## src/hdl/hrlp_pkg.sv

```systemverilog
// Package for the hex record line parser: constants, payload types and helpers.
`default_nettype none

package hrlp_pkg;

    // Page buffer size in bytes and data bytes carried by one record line
    localparam int PAGE_BYTES        = 256;
    localparam int RECORD_DATA_BYTES = 16;

    // Width of a page address
    localparam int PAGE_AW = $clog2(PAGE_BYTES);

    // Character positions counted from the colon
    localparam int POS_TYPE_FIRST  = 7;
    localparam int POS_TYPE_SECOND = 8;
    localparam int POS_DATA_FIRST  = 9;
    localparam int POS_DATA_END    = POS_DATA_FIRST + 2 * RECORD_DATA_BYTES;
    localparam int POS_LAST        = 8 + 2 * RECORD_DATA_BYTES + 4;
    localparam int POS_W           = $clog2(POS_LAST + 1);

    // Character codes
    localparam logic [7:0] CHAR_COLON = 8'h3A;
    localparam logic [7:0] CHAR_ZERO  = 8'h30;
    localparam logic [7:0] CHAR_ONE   = 8'h31;
    localparam logic [7:0] CHAR_NINE  = 8'h39;
    localparam logic [7:0] CHAR_UP_A  = 8'h41;
    localparam logic [7:0] CHAR_UP_F  = 8'h46;
    localparam logic [7:0] CHAR_LO_A  = 8'h61;
    localparam logic [7:0] CHAR_LO_F  = 8'h66;

    typedef enum logic [0:0] {
        EVENT_DATA  = 1'b0,
        EVENT_START = 1'b1
    } event_kind_t;

    typedef struct packed {
        logic [7:0] rx_char;
        logic [7:0] line_base;
    } hrlp_in_t;

    typedef struct packed {
        event_kind_t event_kind;
        logic [7:0]  write_address;
        logic [7:0]  data_byte;
    } hrlp_out_t;

    // Table of base offset modulo page size, built at elaboration
    typedef logic [PAGE_AW-1:0] base_wrap_t [256];

    function automatic base_wrap_t base_wrap_table();
        base_wrap_t t;
        for (int i = 0; i < 256; i++) begin
            t[i] = PAGE_AW'(i % PAGE_BYTES);
        end
        return t;
    endfunction

    localparam base_wrap_t BASE_WRAP = base_wrap_table();

    // ASCII hex digit to nibble; anything else reads as zero
    function automatic logic [3:0] hex_nibble(input logic [7:0] c);
        logic [7:0] v;
        v = 8'h00;
        if (c >= CHAR_ZERO && c <= CHAR_NINE) begin
            v = c - CHAR_ZERO;
        end else if (c >= CHAR_UP_A && c <= CHAR_UP_F) begin
            v = c - CHAR_UP_A + 8'd10;
        end else if (c >= CHAR_LO_A && c <= CHAR_LO_F) begin
            v = c - CHAR_LO_A + 8'd10;
        end
        return v[3:0];
    endfunction

endpackage

`default_nettype wire

```

## src/hdl/hex_record_line_parser_core.sv

```systemverilog
// Hex record line parser: character stream in, page byte writes and start events out.
// A result appears registered on the m_ side in the cycle after the transfer of the character
// that completes it. Throughput: one character per cycle, limited only by the single
// output register; a new character is taken while a result waits if m_ready is high.
// Reset (aresetn low, synchronous): parser goes idle awaiting ':', output empties,
// latched base, nibble and type flag clear to zero.
`default_nettype none

module hex_record_line_parser_core
    import hrlp_pkg::*;
(
    input  wire logic      aclk,
    input  wire logic      aresetn,

    input  wire logic      s_valid,
    output logic           s_ready,
    input  wire hrlp_in_t  s_payload,

    output logic           m_valid,
    input  wire logic      m_ready,
    output hrlp_out_t      m_payload
);

    // Parser state: position since the colon (zero while idle), the nibble held
    // from the first data character of a pair, the type flag and the running
    // page address of the next data byte.
    logic [POS_W-1:0]   pos_reg,       pos_next;
    logic [3:0]         high_nib_reg,  high_nib_next;
    logic               type_zero_reg, type_zero_next;
    logic [PAGE_AW-1:0] addr_reg,      addr_next;

    // Output register
    logic               m_valid_reg,   m_valid_next;
    hrlp_out_t          m_data_reg,    m_data_next;

    logic               s_xfer;
    logic               emit;
    hrlp_out_t          result;
    logic [3:0]         nib;
    logic [PAGE_AW+7:0] addr_ext;

    // Take a new character whenever the output is empty or being drained
    assign s_ready = !m_valid_reg || m_ready;
    assign s_xfer  = s_valid && s_ready;

    assign nib      = hex_nibble(s_payload.rx_char);
    assign addr_ext = {8'h00, addr_reg};

    // Single-pass step of the parser on the character at the input
    always_comb begin
        pos_next       = pos_reg;
        high_nib_next  = high_nib_reg;
        type_zero_next = type_zero_reg;
        addr_next      = addr_reg;
        emit           = 1'b0;
        result         = '{event_kind: EVENT_DATA, write_address: 8'h00, data_byte: 8'h00};

        if (pos_reg == '0) begin
            // Idle: drop everything but the colon, which latches the page base
            if (s_payload.rx_char == CHAR_COLON) begin
                addr_next = BASE_WRAP[s_payload.line_base];
                pos_next  = POS_W'(1);
            end
        end else begin
            if (pos_reg >= POS_W'(POS_LAST)) begin
                pos_next = '0;
            end else begin
                pos_next = pos_reg + POS_W'(1);
            end

            if (pos_reg == POS_W'(POS_TYPE_FIRST)) begin
                type_zero_next = (s_payload.rx_char == CHAR_ZERO);
            end else if (pos_reg == POS_W'(POS_TYPE_SECOND)) begin
                // End record: signal start of application and go idle
                if (type_zero_reg && s_payload.rx_char == CHAR_ONE) begin
                    emit              = 1'b1;
                    result.event_kind = EVENT_START;
                    pos_next          = '0;
                end
            end else if (pos_reg >= POS_W'(POS_DATA_FIRST) &&
                         pos_reg <  POS_W'(POS_DATA_END)) begin
                // Data starts at an odd position: odd holds the high nibble,
                // even completes the byte and advances the page address
                if (pos_reg[0]) begin
                    high_nib_next = nib;
                end else begin
                    emit                 = 1'b1;
                    result.event_kind    = EVENT_DATA;
                    result.write_address = addr_ext[7:0];
                    result.data_byte     = {high_nib_reg, nib};
                    if (addr_reg == PAGE_AW'(PAGE_BYTES - 1)) begin
                        addr_next = '0;
                    end else begin
                        addr_next = addr_reg + PAGE_AW'(1);
                    end
                end
            end
        end
    end

    // Output register: load on a producing transfer, clear when drained
    always_comb begin
        m_valid_next = m_valid_reg;
        m_data_next  = m_data_reg;
        if (m_valid_reg && m_ready) begin
            m_valid_next = 1'b0;
        end
        if (s_xfer && emit) begin
            m_valid_next = 1'b1;
            m_data_next  = result;
        end
    end

    always_ff @(posedge aclk) begin
        if (!aresetn) begin
            pos_reg       <= '0;
            high_nib_reg  <= '0;
            type_zero_reg <= 1'b0;
            addr_reg      <= '0;
            m_valid_reg   <= 1'b0;
        end else begin
            // Advance the parser only on an input transfer
            if (s_xfer) begin
                pos_reg       <= pos_next;
                high_nib_reg  <= high_nib_next;
                type_zero_reg <= type_zero_next;
                addr_reg      <= addr_next;
            end
            m_valid_reg <= m_valid_next;
        end
    end

    always_ff @(posedge aclk) begin
        m_data_reg <= m_data_next;
    end

    assign m_valid   = m_valid_reg;
    assign m_payload = m_data_reg;

endmodule

`default_nettype wire

```

## config.mk

```make
export PLATFORM = sky130hd
export DESIGN_NAME = hex_record_line_parser_core
export DESIGN_NICKNAME = d
export VERILOG_FILES = /design/src/hdl/hrlp_pkg.sv /design/src/hdl/hex_record_line_parser_core.sv
export SDC_FILE = /design/constraint.sdc
export NUM_CORES = 1
export LEC_CHECK = 0
export ABC_AREA = 1
export BUFFER_PORTS_ARGS = -buffer_cell sky130_fd_sc_hd__buf_2
export CORE_UTILIZATION = 35
export DETAILED_ROUTE_END_ITERATION = 12
export PLACE_DENSITY = 0.57
export SYNTH_ARGS = -nofsm -noshare
export SYNTH_HDL_FRONTEND = slang
export SYNTH_SLANG_ARGS = --single-unit
```

## constraint.sdc

```tcl
create_clock -name aclk -period 6.98 [get_ports aclk]
set_clock_uncertainty 0.2 [all_clocks]
set_input_delay 2.094 -clock aclk [delete_from_list [all_inputs] [get_ports aclk]]
set_output_delay 2.094 -clock aclk [all_outputs]
set_load 0.005 [all_outputs]
```

# Yosys cells after proc, flatten, opt, wreduce, memory -nomap -nowiden
# Memory sizes are Yosys's and may differ from the RTL's.
# Cells that the tools add are included.
[word_totals] reg_bits=37 rom_bits=2048 wordCells=87 mem_count=1
[memory_table] name="(no name shown)" depth=256 width=8 rd=1 rd_ports_with_merged_regs=0 write_ports=0 line_no="hex_record_line_parser_core.sv:61" text="addr_next = BASE_WRAP[s_payload.line_base];"
[classes] n_addsub=7 n_lt_le_gt_ge=10 eq_ne=10 muxes=27 bitwise=5 reduce_logical=19
[op_table] op="8-bit 2-to-1 mux" n=9
[op_table] op="6-bit 2-to-1 mux" n=6
[op_table] op="8-bit by 6-bit equality test with 1-bit output, second input constant" n=3
[op_table] op="8-bit by 7-bit >= comparator with 1-bit output, second input constant" n=2
[op_table] op="8-bit by 7-bit less-or-equal comparator with 1-bit output, second input constant" n=2
[op_table] op="4-bit 2-to-1 mux" n=3
[op_table] op="6-bit AND reduction" n=2
[op_table] op="4-bit by 1-bit subtractor with 4-bit output, second input constant" n=3
[op_table] op="9-bit >= comparator, second input constant" n=1
[op_table] op="1-bit 2-to-1 mux" n=9
[op_table] op="8-bit NOT with 9-bit output" n=1
[op_table] op="4-bit adder, second input constant" n=2
[op_table] op="8-bit by 1-bit adder with 8-bit output, second input constant" n=1
[op_table] op="8-bit equality test, second input constant" n=1
[op_table] op="8-bit by 6-bit >= comparator with 1-bit output, second input constant" n=1
[op_table] op="8-bit by 6-bit less-or-equal comparator with 1-bit output, second input constant" n=1
[op_table] op="1-bit logical AND" n=8
[op_table] op="6-bit by 1-bit adder with 6-bit output, second input constant" n=1
[op_table] op="6-bit by 3-bit equality test with 1-bit output, second input constant" n=1
[op_table] op="6-bit by 4-bit equality test with 1-bit output, second input constant" n=1
[op_table] op="6-bit by 4-bit >= comparator with 1-bit output, second input constant" n=1
[op_table] op="6-bit >= comparator, second input constant" n=1
[op_table] op="6-bit zero test" n=1
[op_table] op="6-bit < comparator, second input constant" n=1
[op_table] op="other kinds (10)" n=16

# Depth between registers and ports, before layout
[logic_depth] word_depth=8 depth_mapped=13

# Worst setup path after synthesis
# Ideal clock, no wire load.
[synth_path] path_type="input port to output port" start="input m_ready" end="output s_ready" arrival_ns=2.205 t_required_ns=4.686 path_slack_ns=2.481 stages=2 n_path_buf=0 path_cell_list="inv_1 nand2_1"
[synth_between] elab_chain_len=1
[synth_lines] item="from (decl)" line_no="hex_record_line_parser_core.sv:20" text="input wire logic m_ready,"
[synth_lines] item="1-bit logical OR" line_no="hex_record_line_parser_core.sv:43" text="assign s_ready = !m_valid_reg || m_ready;"
[synth_lines] item="to (decl)" line_no="hex_record_line_parser_core.sv:16" text="output logic s_ready,"
# Every way passes these cells.

# Worst setup path after layout
# Same ends and word-level chain as after synthesis.

==> flow_metrics.tcl <==
set metrics [dict create \
    end_kind "primary output" \
    cts-root-buf "clkbuf_8" \
    dp_cells 414 \
    period_share_pct 67.79 \
    p_seq_share_pct 57.8 \
    path_cells "buf_2 > inv_1 > nand2_1 > buf_2" \
    clkSlewWorstSetupHoldPaths_ns 0.07 \
    ir_worst_vdd_uv 80.14 \
    yosysMostFrequentCell "nand2_1" \
    coreArea_sq_mm 0.006026 \
    drc_errors 0 \
    fin_crit_ns 4.732 \
    yosysSeqAreaShare_pct 41.15 \
    instances_no_fill 422 \
    die_y_um 81.53 \
    setup_tns_ns 0 \
    wl_um 4514 \
    yosysWarnings 0 \
    worst_pin_slew_ns 0.7319 \
    leakagePower_nw 1.225 \
    grt_busiest_layer "met2" \
    drive_gt1_share_pct 20.17 \
    largest_reg_flops 17 \
    worstHoldPathCells 2 \
    layout.nets 374 \
    synth_area_leaders "edfxtp_1, dfxtp_1, nand2_1" \
    cpMaxStageDelayCell "buf_2" \
    globalRouteMet3Util_pct 2.667 \
    rsz0062_at_grt "false" \
    r2r_end "m_payload[12]$_SDFFCE_PP0P_" \
    syn_nets 334 \
    max-slew-margin-rel_pct 51.03 \
    min-delay-start "type_zero_reg$_SDFFE_PN0P_" \
    yosysTopAreaCell "edfxtp_1" \
    finalHoldViolCount 0 \
    post_cts_buffers 0 \
    setup-violations-final 0 \
    diodes 0 \
    multi_input_area_sq_mm 0.001089 \
    ios 39 \
    synth_seq_cells 37 \
    cp-start-kind "input port" \
    cts_inserted_buffers 5 \
    outcome "complete, no violations" \
    path_max_fanout 2 \
    routabilityCongestion 0.8922 \
    cp_common_cell "buf_2" \
    hold_end "type_zero_reg$_SDFFE_PN0P_" \
    drtPass1Iterations 4 \
    cts_tree "built" \
    antenna_found_initial 0 \
    regArea_sq_um 910.9 \
    wl_per_cell_um 10.70 \
    fin_hold_ws_ns 0.2724 \
    die_area_sq_mm 0.006646 \
    p_switching_uw 87.27 \
    critPathMaxStageDelay_ns 0.12 \
    fp-row-count 28 \
    area_growth_pct 14.36 \
    drv_slew 0 \
    numPortBuffers 38 \
    num-fill-cells 660 \
    worst-path-buf-inv 3 \
    clk_latency_ns 0.28 \
    avgSynthCellArea_sq_um 7.233 \
    syn_area_sq_mm 0.002213 \
    critPathKind "in2out" \
    clockPowerShare_pct 36.7 \
    clock_path_buffers 2 \
    chipWidth_um 81.53 \
    cts_hold_buffers 0 \
    rr_startpoint "pos_reg[0]$_SDFFE_PN0P_" \
    worstRegToRegCells 9 \
    cap_viol_max_count 0 \
    synth_common_cells "nand2_1, nor2_1, inv_1" \
    dp_hpwl_um 3408 \
    max_freq_mhz 211.3 \
    synth-edff-count 17 \
    intPower_uw 302.3 \
    initialDrtViolationCount 100 \
    grt_max_degree 18 \
    initial_utilization_pct 36.73 \
    grt_pass1_vias 1752 \
    clkSinkCount 37 \
    grt_util_met1_pct 19.41 \
    met2_usage_pct 24.92 \
    rrSetupSlack_ns 4.21 \
    cts_resized 0 \
    power_density_mw_per_mm2 153.9 \
    cp_data_arrival_time_ns 2.44 \
    required_ns 4.69 \
    synth_top_area_share_pct 23.06 \
    synthArstFlopShare_pct 0 \
    grt.total_usage_pct 14.95 \
    syn_inst 306 \
    synth_ff_type "dfxtp_1" \
    cts_max_level 2 \
    switching_share_pct 22.40 \
    comb_power_share_pct 5.5 \
    yosysUniqueCellTypes 27 \
    vias 1932 \
    hold_class "reg2reg" \
    grt-ovfl-total 0 \
    vias_per_cell 4.578 \
    ant_nets 0 \
    grt_pass1_wl_um 7590 \
    cp_top_family "buffers and inverters" \
]
[per-stage QoR]
| stage | total power, mW | worst slack, ns | utilization, % | instance area (sq um) |
|---|---|---|---|---|
| floorplan | 0.2424 | 2.481 | - | 2213 |
| global placement | 0.2516 | 2.267 | 40.64 | 2449 |
| detailed placement | 0.2517 | 2.247 | 40.64 | 2449 |
| CTS | 0.3953 | 2.242 | 42.01 | 2531 |
| global route | 0.4065 | 2.209 | 42.01 | 2531 |
| finish | 0.3896 | 2.248 | 42.01 | 2531 |
[worst max path at each step]
stage | from | endpoint | cells after the start
after floorplan | m_ready | s_ready | 2
after global placement | m_ready | s_ready | 4
after detailed placement | m_ready | s_ready | 4
after CTS | m_ready | s_ready | 4
after global routing | m_ready | s_ready | 4
final | m_ready | s_ready | 4
[area by class of cell]
| cell class | count | share of cell area, % |
|---|---|---|
| Inverter | 44 | 6.525 |
| Clock inverter | 2 | 0.3955 |
| Multi-Input combinational cell | 220 | 43.01 |
| Sequential cell | 37 | 35.99 |
| Timing Repair Buffer | 38 | 7.514 |
| Tap cell | 75 | 3.707 |
| Clock buffer | 6 | 2.867 |
[routing by layer]
metal,up-vias,wire length [um]
li1,1043,-
met1,852,2208
met2,30,2117
met3,7,129
met4,0,59
met5,-,0
[power groups by stage]
| stage | sequential [mW] | combinational (mW) | clock [mW] |
|---|---|---|---|
| 5_1_grt | 0.225 | 0.0249 | 0.157 |
| 4_1_cts | 0.225 | 0.0217 | 0.149 |
| 3_5_place_dp | 0.230 | 0.0216 | 0 |
| 2_1_floorplan | 0.230 | 0.0124 | 0 |
| 6_report | 0.225 | 0.0214 | 0.143 |
| 3_3_place_gp | 0.230 | 0.0215 | 0 |
[cell families after synthesis]
| logic type | share of synthesized area, % |
|---|---|
| buf+inv | 9.667 |
| xor+xnor | 1.187 |
| compound gates | 6.049 |
| fa+ha+maj | 4.523 |
| simple gates | 37.42 |
| flops | 41.15 |
[placed cells by master (no fill, tap or decap)]
master,n
nand2_1,84
nor2_1,49
inv_1,41
buf_2,38
dfxtp_1,20
nand3_1,17
edfxtp_1,17
a21oi_1,13
nand4_1,11
nor2_2,10
o21ai_0,8
ha_1,8
nand2_2,5
clkbuf_8,5
inv_2,3
nor2_4,2
nand3_2,2
nor3_1,2
xor2_1,2
nand2_4,2
clkinv_2,2
a21oi_4,1
a21boi_1,1
o21ai_1,1
xnor2_1,1
and3_1,1
clkbuf_1,1
[worst register-to-register path: stages (launching register included)]
cell     delay (ns)
dfxtp_1        0.47
inv_1          0.10
ha_1           0.27
nand3_1        0.13
nor2_1         0.07
nor2_1         0.12
nand3_2        0.32
nand2_1        0.14
nand2_1        0.10
inv_1          0.49
Power figures use the tool's default switching activity.
